$ cat config.mk
export PLATFORM = sky130hd
export DESIGN_NAME = hid_keyboard_report_change_queue
export DESIGN_NICKNAME = d
export VERILOG_FILES = /design/src/hkrcq_pkg.sv /design/src/hkrcq_ram.sv /design/src/hkrcq_pack.sv /design/src/hid_keyboard_report_change_queue.sv
export SDC_FILE = /design/constraint.sdc
export NUM_CORES = 1
export LEC_CHECK = 0
export BUFFER_PORTS_ARGS = -buffer_cell sky130_fd_sc_hd__buf_4
export CAP_MARGIN = 20
export CELL_PAD_IN_SITES_DETAIL_PLACEMENT = 0
export CELL_PAD_IN_SITES_GLOBAL_PLACEMENT = 1
export CORE_ASPECT_RATIO = 1.4
export CORE_UTILIZATION = 45
export CTS_CLUSTER_DIAMETER = 30
export DETAILED_ROUTE_END_ITERATION = 8
export GPL_ROUTABILITY_DRIVEN = 0
export GPL_TIMING_DRIVEN = 0
export HOLD_SLACK_MARGIN = 0.02
export PLACE_DENSITY_LB_ADDON = 0.1
export SYNTH_ARGS = -nofsm -noshare
export SYNTH_HDL_FRONTEND = slang
export SYNTH_HIERARCHICAL = 1
export SYNTH_SLANG_ARGS = --single-unit
$ cat constraint.sdc
create_clock -name clock -period 22.1 [get_ports clock]
set_input_delay 2.21 -clock clock [delete_from_list [all_inputs] [get_ports clock]]
set_output_delay 2.21 -clock clock [all_outputs]
set_load 0.005 [all_outputs]
$ cat src/hkrcq_pkg.sv
// shared types and constants for the keyboard report change queue
package hkrcq_pkg;

   localparam int QUEUE_DEPTH_DEF = 16;
   localparam int KEY_SLOTS_DEF   = 6;
   localparam int RAW_SLOTS       = 6;

   localparam logic [1:0] OP_REPORT = 2'd0;
   localparam logic [1:0] OP_POP    = 2'd1;
   localparam logic [1:0] OP_CLEAR  = 2'd2;

   localparam logic [2:0] ST_OK      = 3'd0;
   localparam logic [2:0] ST_BAD_LEN = 3'd1;
   localparam logic [2:0] ST_FULL    = 3'd2;
   localparam logic [2:0] ST_NO_DATA = 3'd3;
   localparam logic [2:0] ST_DATA    = 3'd4;

   localparam logic [6:0] REPORT_LEN = 7'd8;
   localparam logic [7:0] CODE_NONE  = 8'h00;
   localparam logic [7:0] CODE_ERROR = 8'h01;

   typedef struct packed {
      logic [1:0] op;
      logic [6:0] report_len;
      logic [7:0] modifier_in;
      logic [7:0] key_in_0;
      logic [7:0] key_in_1;
      logic [7:0] key_in_2;
      logic [7:0] key_in_3;
      logic [7:0] key_in_4;
      logic [7:0] key_in_5;
   } req_item_type;

   typedef struct packed {
      logic [2:0] status;
      logic [7:0] modifier_out;
      logic [2:0] key_total;
      logic [7:0] key_out_0;
      logic [7:0] key_out_1;
      logic [7:0] key_out_2;
      logic [7:0] key_out_3;
      logic [7:0] key_out_4;
      logic [7:0] key_out_5;
   } rsp_item_type;

   // one queued entry: modifier, key count, packed key codes
   typedef struct packed {
      logic [RAW_SLOTS-1:0][7:0] key;
      logic [2:0]                key_total;
      logic [7:0]                modifier;
   } entry_type;

   localparam int ENTRY_W = $bits(entry_type);

endpackage

$ cat src/hkrcq_ram.sv
// generic single write port ram with registered read
module hkrcq_ram #(
   parameter int WIDTH = 8,
   parameter int DEPTH = 16
) (
   input  logic                     clock,
   input  logic                     wr_en,
   input  logic [$clog2(DEPTH)-1:0] wr_addr,
   input  logic [WIDTH-1:0]         wr_data,
   input  logic                     rd_en,
   input  logic [$clog2(DEPTH)-1:0] rd_addr,
   output logic [WIDTH-1:0]         rd_data
);

   logic [WIDTH-1:0] mem_ff [DEPTH];
   logic [WIDTH-1:0] rd_data_ff;

   always_ff @(posedge clock) begin
      if (wr_en) begin
         mem_ff[wr_addr] <= wr_data;
      end
      if (rd_en) begin
         rd_data_ff <= mem_ff[rd_addr];
      end
   end

   assign rd_data = rd_data_ff;

endmodule

$ cat src/hkrcq_pack.sv
// compacts the valid key codes of a report into leading slots
module hkrcq_pack #(
   parameter int KEY_SLOTS = hkrcq_pkg::KEY_SLOTS_DEF
) (
   input  hkrcq_pkg::req_item_type req_item,
   output hkrcq_pkg::entry_type    entry
);
   import hkrcq_pkg::*;

   logic [RAW_SLOTS-1:0][7:0] raw;
   logic [RAW_SLOTS-1:0][7:0] keys;
   logic [2:0]                count;

   assign raw = {req_item.key_in_5, req_item.key_in_4, req_item.key_in_3,
                 req_item.key_in_2, req_item.key_in_1, req_item.key_in_0};

   always_comb begin
      keys  = '0;
      count = '0;
      for (int i = 0; i < KEY_SLOTS; i++) begin
         if (raw[i] != CODE_NONE && raw[i] != CODE_ERROR) begin
            keys[count] = raw[i];
            count       = count + 3'd1;
         end
      end
   end

   assign entry.modifier  = req_item.modifier_in;
   assign entry.key_total = count;
   assign entry.key       = keys;

endmodule

$ cat src/hid_keyboard_report_change_queue.sv
// keyboard report change queue: queue control, entry ram and response stage
// a result passes through stage one (status, ram read) and then the response register
// one item per cycle unless rsp_ready stalls; the registered ram read sets the depth
// a waiting result does not block the next item, a second one stalls req_ready
// reset clears pointers, fill level, last state and pipeline valids
// entry ram contents are not cleared and are only read once written
module hid_keyboard_report_change_queue #(
   parameter int QUEUE_DEPTH = hkrcq_pkg::QUEUE_DEPTH_DEF,
   parameter int KEY_SLOTS   = hkrcq_pkg::KEY_SLOTS_DEF
) (
   input  logic                    clock,
   input  logic                    reset,
   input  logic                    req_valid,
   output logic                    req_ready,
   input  hkrcq_pkg::req_item_type req_item,
   output logic                    rsp_valid,
   input  logic                    rsp_ready,
   output hkrcq_pkg::rsp_item_type rsp_item
);
   import hkrcq_pkg::*;

   localparam int PTR_W  = $clog2(QUEUE_DEPTH);
   localparam int FILL_W = $clog2(QUEUE_DEPTH + 1);

   logic [PTR_W-1:0]  wr_ptr_ff, wr_ptr_in;
   logic [PTR_W-1:0]  rd_ptr_ff, rd_ptr_in;
   logic [FILL_W-1:0] fill_ff, fill_in;
   entry_type         prev_ff, prev_in;

   logic              s1_valid_ff, s1_valid_in;
   logic [2:0]        s1_status_ff, s1_status_in;
   logic              rsp_valid_ff, rsp_valid_in;
   rsp_item_type      rsp_item_ff, rsp_item_in;

   entry_type         entry_new;
   entry_type         entry_rd;
   logic              accept;
   logic              s1_advance;
   logic              wr_en;
   logic              rd_en;

   hkrcq_pack #(
      .KEY_SLOTS(KEY_SLOTS)
   ) u_pack (
      .req_item(req_item),
      .entry   (entry_new)
   );

   hkrcq_ram #(
      .WIDTH(ENTRY_W),
      .DEPTH(QUEUE_DEPTH)
   ) u_ram (
      .clock  (clock),
      .wr_en  (wr_en),
      .wr_addr(wr_ptr_ff),
      .wr_data(entry_new),
      .rd_en  (rd_en),
      .rd_addr(rd_ptr_ff),
      .rd_data(entry_rd)
   );

   assign s1_advance = s1_valid_ff && (!rsp_valid_ff || rsp_ready);
   assign req_ready  = !s1_valid_ff || s1_advance;
   assign accept     = req_valid && req_ready;

   // queue control, decided as the item is accepted
   always_comb begin
      wr_ptr_in    = wr_ptr_ff;
      rd_ptr_in    = rd_ptr_ff;
      fill_in      = fill_ff;
      prev_in      = prev_ff;
      s1_status_in = s1_status_ff;
      wr_en        = 1'b0;
      rd_en        = 1'b0;
      if (accept) begin
         s1_status_in = ST_OK;
         case (req_item.op)
            OP_REPORT: begin
               if (req_item.report_len != REPORT_LEN) begin
                  s1_status_in = ST_BAD_LEN;
               end else if (entry_new != prev_ff) begin
                  if (fill_ff == FILL_W'(QUEUE_DEPTH)) begin
                     s1_status_in = ST_FULL;
                  end else begin
                     wr_en     = 1'b1;
                     wr_ptr_in = (wr_ptr_ff == PTR_W'(QUEUE_DEPTH - 1)) ? '0
                                 : wr_ptr_ff + PTR_W'(1);
                     fill_in   = fill_ff + FILL_W'(1);
                     prev_in   = entry_new;
                  end
               end
            end
            OP_POP: begin
               if (fill_ff == '0) begin
                  s1_status_in = ST_NO_DATA;
               end else begin
                  rd_en        = 1'b1;
                  rd_ptr_in    = (rd_ptr_ff == PTR_W'(QUEUE_DEPTH - 1)) ? '0
                                 : rd_ptr_ff + PTR_W'(1);
                  fill_in      = fill_ff - FILL_W'(1);
                  s1_status_in = ST_DATA;
               end
            end
            OP_CLEAR: begin
               wr_ptr_in = '0;
               rd_ptr_in = '0;
               fill_in   = '0;
            end
            default: begin
            end
         endcase
      end
   end

   // ram data holds while stage one waits, as no read is issued then
   always_comb begin
      rsp_item_in        = '0;
      rsp_item_in.status = s1_status_ff;
      if (s1_status_ff == ST_DATA) begin
         rsp_item_in.modifier_out = entry_rd.modifier;
         rsp_item_in.key_total    = entry_rd.key_total;
         rsp_item_in.key_out_0    = entry_rd.key[0];
         rsp_item_in.key_out_1    = entry_rd.key[1];
         rsp_item_in.key_out_2    = entry_rd.key[2];
         rsp_item_in.key_out_3    = entry_rd.key[3];
         rsp_item_in.key_out_4    = entry_rd.key[4];
         rsp_item_in.key_out_5    = entry_rd.key[5];
      end
   end

   always_comb begin
      s1_valid_in = s1_valid_ff;
      if (accept) begin
         s1_valid_in = 1'b1;
      end else if (s1_advance) begin
         s1_valid_in = 1'b0;
      end
      rsp_valid_in = rsp_valid_ff;
      if (s1_advance) begin
         rsp_valid_in = 1'b1;
      end else if (rsp_ready) begin
         rsp_valid_in = 1'b0;
      end
   end

   always_ff @(posedge clock) begin
      if (reset) begin
         wr_ptr_ff    <= '0;
         rd_ptr_ff    <= '0;
         fill_ff      <= '0;
         prev_ff      <= '0;
         s1_valid_ff  <= 1'b0;
         rsp_valid_ff <= 1'b0;
      end else begin
         wr_ptr_ff    <= wr_ptr_in;
         rd_ptr_ff    <= rd_ptr_in;
         fill_ff      <= fill_in;
         prev_ff      <= prev_in;
         s1_valid_ff  <= s1_valid_in;
         rsp_valid_ff <= rsp_valid_in;
      end
   end

   always_ff @(posedge clock) begin
      s1_status_ff <= s1_status_in;
      if (s1_advance) begin
         rsp_item_ff <= rsp_item_in;
      end
   end

   assign rsp_valid = rsp_valid_ff;
   assign rsp_item  = rsp_item_ff;

endmodule

==> flow_metrics.py, run 1 <==
metrics = {
    "flow_run": {
        "maxCapViolations": 0,
    },
    "timing": {
        "period_share_pct": 55.1,
        "max_slew_margin_pct": 25.2,
        "slew_viol_final": 0,
        "timing_worst_slew_pin_value_ns": 1.12,
        "grt_setup_unrepaired": "no",
        "period_minus_slack_ns": 12.18,
        "timing_limited_maximum_frequency_ghz": 0.0821,
        "setup_viol_count_final": 0,
        "final_hold_slack_ns": 0.458,
        "setup_tns_ns": 0,
        "final.setup_skew_ns": 0.0457,
        "timing_hold_violations_final": 0,
    },
    "placement": {
        "dpl_cell_area_um2": 49700,
        "dp_cells": 3920,
        "hpwl_um": 82600,
        "place.port_buffers": 124,
    },
    "yosys": {
        "synth_ff_type": "sky130_fd_sc_hd__edfxtp_1",
        "postSynthNetCount": 2471,
        "synth_most_common_cell": "sky130_fd_sc_hd__edfxtp_1",
        "netlist_area_um2": 45500,
        "synth_seq_area_share_pct": 73.8,
        "synth_commonest_cells": "sky130_fd_sc_hd__edfxtp_1 (1,068), sky130_fd_sc_hd__mux4_2 (236), sky130_fd_sc_hd__a22oi_1 (134), sky130_fd_sc_hd__nor2_1 (119), sky130_fd_sc_hd__nand2_1 (115)",
        "synth_mux_area_share_pct": 14.4,
        "synth.largest_area_cell": "sky130_fd_sc_hd__edfxtp_1",
        "synth-simple-area-share_pct": 4.46,
        "synth_edf_count": 1068,
        "synth_adder_area_share_pct": 0.418,
        "post_synth_main_area_contributors": "sky130_fd_sc_hd__edfxtp_1 (71%), sky130_fd_sc_hd__mux4_2 (12%), sky130_fd_sc_hd__dfxtp_1 (3.3%), sky130_fd_sc_hd__a22oi_1 (2.2%), sky130_fd_sc_hd__mux2i_1 (1.8%)",
        "synth_warnings": 6,
        "synth_seq_cells": 1142,
        "synth_cells": 2388,
        "synth.lib_cells_used.distinct": 71,
        "synth-async-reset-ratio_pct": 0,
        "largest_family_of_logic_cells_by_synthesized_area": "multiplexers",
        "netlist.area_leader.share_pct": 70.5,
        "avg_inst_size_synth_um2": 19.0,
        "synth_compound_area_share_pct": 4.00,
        "xor_xnor_share_of_the_synthesized_area_pct": 1.40,
    },
    "floorplan": {
        "coreArea_um2": 99900,
        "fp.dieArea_um2": 102000,
        "rows": 137,
        "start_util_pct": 45.5,
        "io_pins": 133,
        "chipWidth_um": 271,
        "die_height_um": 378,
    },
    "power_and_ir_drop": {
        "static-leakage-power_nw": 18.5,
        "power.share.combinational_pct": 4.3,
        "powerDensity_nw_per_um2": 95.3,
        "seq_power_share_pct": 45.3,
        "power_switching_share_pct": 22.5,
        "power.switching_mw": 1.19,
        "vdd_ir_drop_max_mv": 0.0592,
        "p_clk_share_pct": 50.4,
        "cellInternalPower_mw": 4.09,
    },
    "route": {
        "drt-wirelength-per-cell_um": 28.7,
        "drtPass1Iterations": 5,
        "via_count": 24450,
        "avgViaCountPerCell": 5.78,
        "drt-initial-drc-count": 1853,
        "drt.antenna.violating_nets": 0,
        "routed_wl_um": 121000,
        "post-route-drc-count": 0,
    },
    "worst_hold_path": {
        "timing.hold.worst.class": "register to register",
    },
    "global_route": {
        "grt_antenna_before_repair": 2,
        "gr-usage-all-layers_pct": 24.2,
        "grt_first_pass_wirelength_um": 176000,
        "grt_start_max_net_pins": 29,
        "overflow": 0,
        "first_global_vias": 25594,
    },
    "clock_network": {
        "hold_buffers": 0,
        "insertion_delay_ns": 0.78,
        "clock_sink_count": 1142,
        "clock_tree.htree_level_count": 4,
        "cts.clk_slew.worst_paths_ns": 0.05,
        "cts_buffers": 165,
        "cts.path.max_buffers": 3,
        "post_cts.repair.setup_buffers": 0,
        "cts_root_buffer": "sky130_fd_sc_hd__clkbuf_16",
        "tritoncts": "built",
        "cts.repair.resized": 0,
    },
    "critical_path": {
        "timing.critical_path.mode_cell": "sky130_fd_sc_hd__buf_6",
        "critical_path.slowest_cell": "sky130_fd_sc_hd__nor3_2",
        "path_class": "input pin to register",
        "cpPeakStageDelay_ns": 0.85,
        "crit_required_ns": 22.58,
        "crit_path_end_kind": "register",
        "crit_path_max_fanout": 18,
        "data_arrival_time_of_the_critical_path_ns": 12.66,
        "worstSetupStartpointType": "input pin",
    },
    "layout": {
        "utilization_of_the_core_after_routing_pct": 55.5,
        "area_growth_syn_to_layout_pct": 21.9,
        "fillerInstances": 7693,
        "finalNonFillerCells": 4228,
        "layout_cells_sized_above_1_pct": 30.8,
        "design_area_um2": 55400,
        "num-nets-final": 2850,
    },
    "run_status": {
        "outcome": "finished clean",
    },
}
-- power by group through the flow --
stage	sequential [mW]	combinational (mW)	clock, mW
floorplan	2.44	0.127	0
global placement	2.44	0.212	0
detailed placement	2.44	0.231	0
CTS	2.39	0.231	2.71
global route	2.39	0.244	2.79
finish	2.39	0.227	2.66
-- flip-flops by register name (all words and copies together), names as in the netlist, 3 cells and up --
register and cells:
prev_ff 59, fill_ff 5, u_ram/mem_ff 944, rsp_item 62, wr_ptr_ff 4, rd_ptr_ff 4, u_ram/rd_data 59, s1_status_ff 3
-- path summary, 6_finish.rpt --
| kind | slack [ns] | cells past startpoint | start | end |
|---|---|---|---|---|
| min reg2reg | 0.46 | 0 | s1_status_ff[1] | rsp_item[60] |
| min | 0.46 | 0 | s1_status_ff[1] | rsp_item[60] |
| max | 9.92 | 33 | req_item[42] | u_ram/mem_ff[0][40] |
| max reg2reg | 17.30 | 14 | prev_ff[11] | u_ram/mem_ff[0][40] |
-- cell families (layout without fill, tap and decap cells) --
group,after synthesis,in the layout
flip-flops,1142,1142
AND/OR/NAND/NOR,409,409
multiplexers,354,354
AO/OA/AOI/OAI,260,260
buffers and inverters,141,660
XOR/XNOR,68,68
adder cells (fa/ha/maj),14,14
other,0,1
-- area by class of cell --
class                           instances  area (um^2)  share of cell area [%]
Tap cell                             1320         1650                    2.98
Buffer                                128          626                    1.13
Sequential cell                      1142        33600                    60.5
Antenna cell                            1         2.50                 0.00451
Timing Repair Buffer                  212         2350                    4.24
Multi-Input combinational cell       1105        11400                    20.7
Clock inverter                        130         1560                    2.81
Inverter                               13         51.3                  0.0925
Clock buffer                          177         4200                    7.57
-- worst max-delay path: cells and delay by family --
kind                       cells  cell delay (ns)
and+or+nand+nor               10             3.20
AOI/OAI and AO/OA              6             3.02
buffers and inverters         12             2.64
adders and majority gates      3             0.79
xor gates and xnor gates       2             0.72
-- metrics by stage --
stage | worst slack, ns | power, mW
6_report | 9.92 | 5.28
5_1_grt | 9.55 | 5.43
3_3_place_gp | 0.771 | 2.65
4_1_cts | 10.06 | 5.33
2_1_floorplan | 8.85 | 2.57
3_5_place_dp | 9.27 | 2.67
-- routing by layer --
layer / routed length, um / track usage [%] / vias to the layer above
met1: 46700 / 29.5 / 12912
met2: 64800 / 43.5 / 844
met5: 0 / 0 / -
met3: 6340 / 4.15 / 190
met4: 3550 / 8.17 / 0
li1: - / - / 10504
-- layout by cell type, fill, tap and decap left out, drive strengths merged, types with 3 or more instances in the layout --
| cell type | count |
|---|---|
| a211oi | 11 |
| a21oi | 44 |
| a221oi | 3 |
| a22o | 7 |
| a22oi | 134 |
| a31oi | 12 |
| and2 | 61 |
| and3 | 10 |
| buf | 272 |
| bufinv | 17 |
| clkbuf | 245 |
| clkinv | 58 |
| clkinvlp | 21 |
| dfxtp | 74 |
| edfxtp | 1068 |
| ha | 12 |
| inv | 47 |
| mux2 | 37 |
| mux2i | 81 |
| mux4 | 236 |
| nand2 | 116 |
| nand2b | 6 |
| nand3 | 10 |
| nand3b | 5 |
| nand4 | 19 |
| nor2 | 119 |
| nor2b | 12 |
| nor3 | 19 |
| nor3b | 4 |
| nor4 | 10 |
| o21ai | 33 |
| or3 | 8 |
| or4 | 5 |
| xnor2 | 64 |
| xor2 | 3 |
No activity file was read; power rests on OpenSTA's default activity.
==> run 2: changes to the inputs <==
==> constraint.sdc (replaced) <==
create_clock -name clock -period 10.45 [get_ports clock]
set_input_delay 1.045 -clock clock [delete_from_list [all_inputs] [get_ports clock]]
set_output_delay 1.045 -clock clock [all_outputs]
set_load 0.005 [all_outputs]
==> flow_metrics.py, run 2 (synthesis results as in run 1) <==
metrics = {
    "power_and_ir_drop": {
        "powerDensity_nw_per_um2": 197,
        "vdd_ir_drop_max_mv": 0.116,
        "static-leakage-power_nw": 18.3,
    },
    "critical_path": {
        "cpPeakStageDelay_ns": 0.69,
        "data_arrival_time_of_the_critical_path_ns": 10.52,
        "critical_path.slowest_cell": "sky130_fd_sc_hd__a31oi_1",
        "crit_path_max_fanout": 18,
        "path_buf_inv": 11,
        "crit_path_end_kind": "register",
        "crit_required_ns": 10.90,
        "path_class": "input pin to register",
        "critical-path-top-delay-family": "simple AND/OR/NAND/NOR gates",
        "worstSetupStartpointType": "input pin",
    },
    "placement": {
        "hpwl_um": 81600,
        "dpl_cell_area_um2": 49900,
        "place.port_buffers": 124,
    },
    "timing": {
        "timing_hold_violations_final": 0,
        "final.setup_skew_ns": 0.0296,
        "timing_limited_maximum_frequency_ghz": 0.0994,
        "grt_setup_unrepaired": "no",
        "slew_viol_final": 0,
        "timing_worst_slew_pin_value_ns": 1.08,
        "final_hold_slack_ns": 0.477,
        "period_share_pct": 96.3,
        "period_minus_slack_ns": 10.06,
        "max_slew_margin_pct": 28.3,
        "setup_viol_count_final": 0,
    },
    "route": {
        "post-route-drc-count": 0,
        "avgViaCountPerCell": 5.77,
        "drt-initial-drc-count": 1831,
        "drtPass1Iterations": 5,
        "via_count": 24261,
        "routed_wl_um": 121000,
        "drt-wirelength-per-cell_um": 28.8,
        "drt.antenna.violating_nets": 0,
    },
    "clock_network": {
        "clock_tree.htree_level_count": 4,
        "cts_buffers": 161,
        "cts_root_buffer": "sky130_fd_sc_hd__clkbuf_16",
        "tritoncts": "built",
        "insertion_delay_ns": 0.76,
        "cts.clk_slew.worst_paths_ns": 0.06,
        "cts.path.max_buffers": 3,
        "post_cts.repair.setup_buffers": 0,
        "clock_sink_count": 1142,
    },
    "global_route": {
        "grt_antenna_before_repair": 2,
        "overflow": 0,
        "gr-usage-all-layers_pct": 24.0,
        "first_global_vias": 25641,
        "grt_first_pass_wirelength_um": 175000,
        "grt_start_max_net_pins": 28,
    },
    "floorplan": {
        "coreArea_um2": 99900,
        "die_height_um": 378,
        "start_util_pct": 45.5,
        "chipWidth_um": 271,
        "fp.dieArea_um2": 102000,
        "io_pins": 133,
        "rows": 137,
    },
    "layout": {
        "mostFrequentLayoutCells": "sky130_fd_sc_hd__edfxtp_1 (1,068), sky130_fd_sc_hd__mux4_2 (236), sky130_fd_sc_hd__clkbuf_16 (164)",
        "max_flop_register": "u_ram/mem_ff",
        "combined_area_of_the_multi_input_logic_cells_um2": 11500,
        "antennaDiodeCount": 0,
        "sequential_area_um2": 33600,
        "fillerInstances": 7758,
        "num-nets-final": 2838,
        "layout.cells.most_common": "sky130_fd_sc_hd__edfxtp_1",
        "layout_cells_sized_above_1_pct": 30.0,
        "flip_flop_count_of_the_largest_register_all_copies_and_words_added": 944,
        "area_growth_syn_to_layout_pct": 21.7,
        "design_area_um2": 55300,
    },
    "flow_run": {
        "maxCapViolations": 0,
    },
    "run_status": {
        "outcome": "finished clean",
    },
    "worst_hold_path": {
        "timing.hold.worst.class": "register to register",
    },
}
-- run 2: cell count changes in the layout (fill, tap and decap cells not counted), moves of 4 or more --
cell	delta
sky130_fd_sc_hd__buf_6	-27
sky130_fd_sc_hd__buf_16	+15
sky130_fd_sc_hd__clkinv_1	+12
sky130_fd_sc_hd__buf_8	+4
sky130_fd_sc_hd__clkinv_16	-4
sky130_fd_sc_hd__clkinv_2	-4
sky130_fd_sc_hd__inv_8	-4
sky130_fd_sc_hd__nor3_2	-4
sky130_fd_sc_hd__nor3_4	+4
-- run 2: power by group --
| part | switching (mW) | leakage (nW) | internal (mW) | total [mW] |
|---|---|---|---|---|
| Combinational | 0.302 | 5.45 | 0.184 | 0.486 |
| Clock | 2.09 | 2.60 | 3.27 | 5.36 |
| Sequential | 0.00785 | 10.3 | 5.05 | 5.06 |
| Total | 2.40 | 18.3 | 8.51 | 10.9 |
-- run 2: path summary, 6_finish.rpt --
check / slack (ns) / startpoint / cells after the start / endpoint
max reg2reg: 6.09 / prev_ff[1] / 13 / u_ram/mem_ff[5][21]
min reg2reg: 0.48 / s1_status_ff[0] / 0 / rsp_item[59]
max: 0.39 / req_item[42] / 32 / u_ram/mem_ff[5][21]
min: 0.48 / s1_status_ff[0] / 0 / rsp_item[59]
-- run 2: metrics by stage --
stage / TNS [ns] / util, % / power (mW) / worst slack [ns] / std cells
2_1_floorplan: -5.61 / - / 5.43 / -0.0317 / 2388
4_1_cts: 0 / 55.3 / 11.0 / 0.0748 / 4208
3_3_place_gp: -5137.19 / 48.1 / 5.61 / -5.76 / 3832
3_5_place_dp: -319.51 / 49.9 / 5.65 / -0.708 / 3912
6_report: 0 / 55.4 / 10.9 / 0.387 / 4208
5_1_grt: 0 / 55.4 / 11.2 / 0.0639 / 4208
-- run 2: worst reg2reg max path, delay by kind of cell, from the launching register on --
kind / cells / cell delay, ns
flip-flops: 1 / 0.32
XOR/XNOR: 1 / 0.13
buffers and inverters: 6 / 1.34
AO/OA/AOI/OAI: 1 / 0.55
AND/OR/NAND/NOR: 5 / 1.69
-- run 2: timing repair --
item	CTS	global route
hold buffers	0	0
gates resized for setup	0	3
hold endpoints to repair	0	0
setup endpoints to repair	0	709
-- run 2: per-layer routing --
layer | part of all wire (%) | routed length (um) | global-route usage [%] | vias up
met2 | 54 | 65400 | 44.1 | 769
met4 | 2.7 | 3260 | 7.60 | 0
li1 | - | - | - | 10469
met1 | 38 | 46600 | 28.6 | 12848
met3 | 4.9 | 5900 | 4.10 | 175
met5 | 0 | 0 | 0 | -
-- run 2: cell type report --
| class | instances | area share, % |
|---|---|---|
| Clock buffer | 175 | 7.51 |
| Clock inverter | 121 | 2.26 |
| Sequential cell | 1142 | 60.7 |
| Tap cell | 1320 | 2.99 |
| Inverter | 13 | 0.0927 |
| Buffer | 128 | 1.13 |
| Timing Repair Buffer | 204 | 4.60 |
| Multi-Input combinational cell | 1105 | 20.8 |
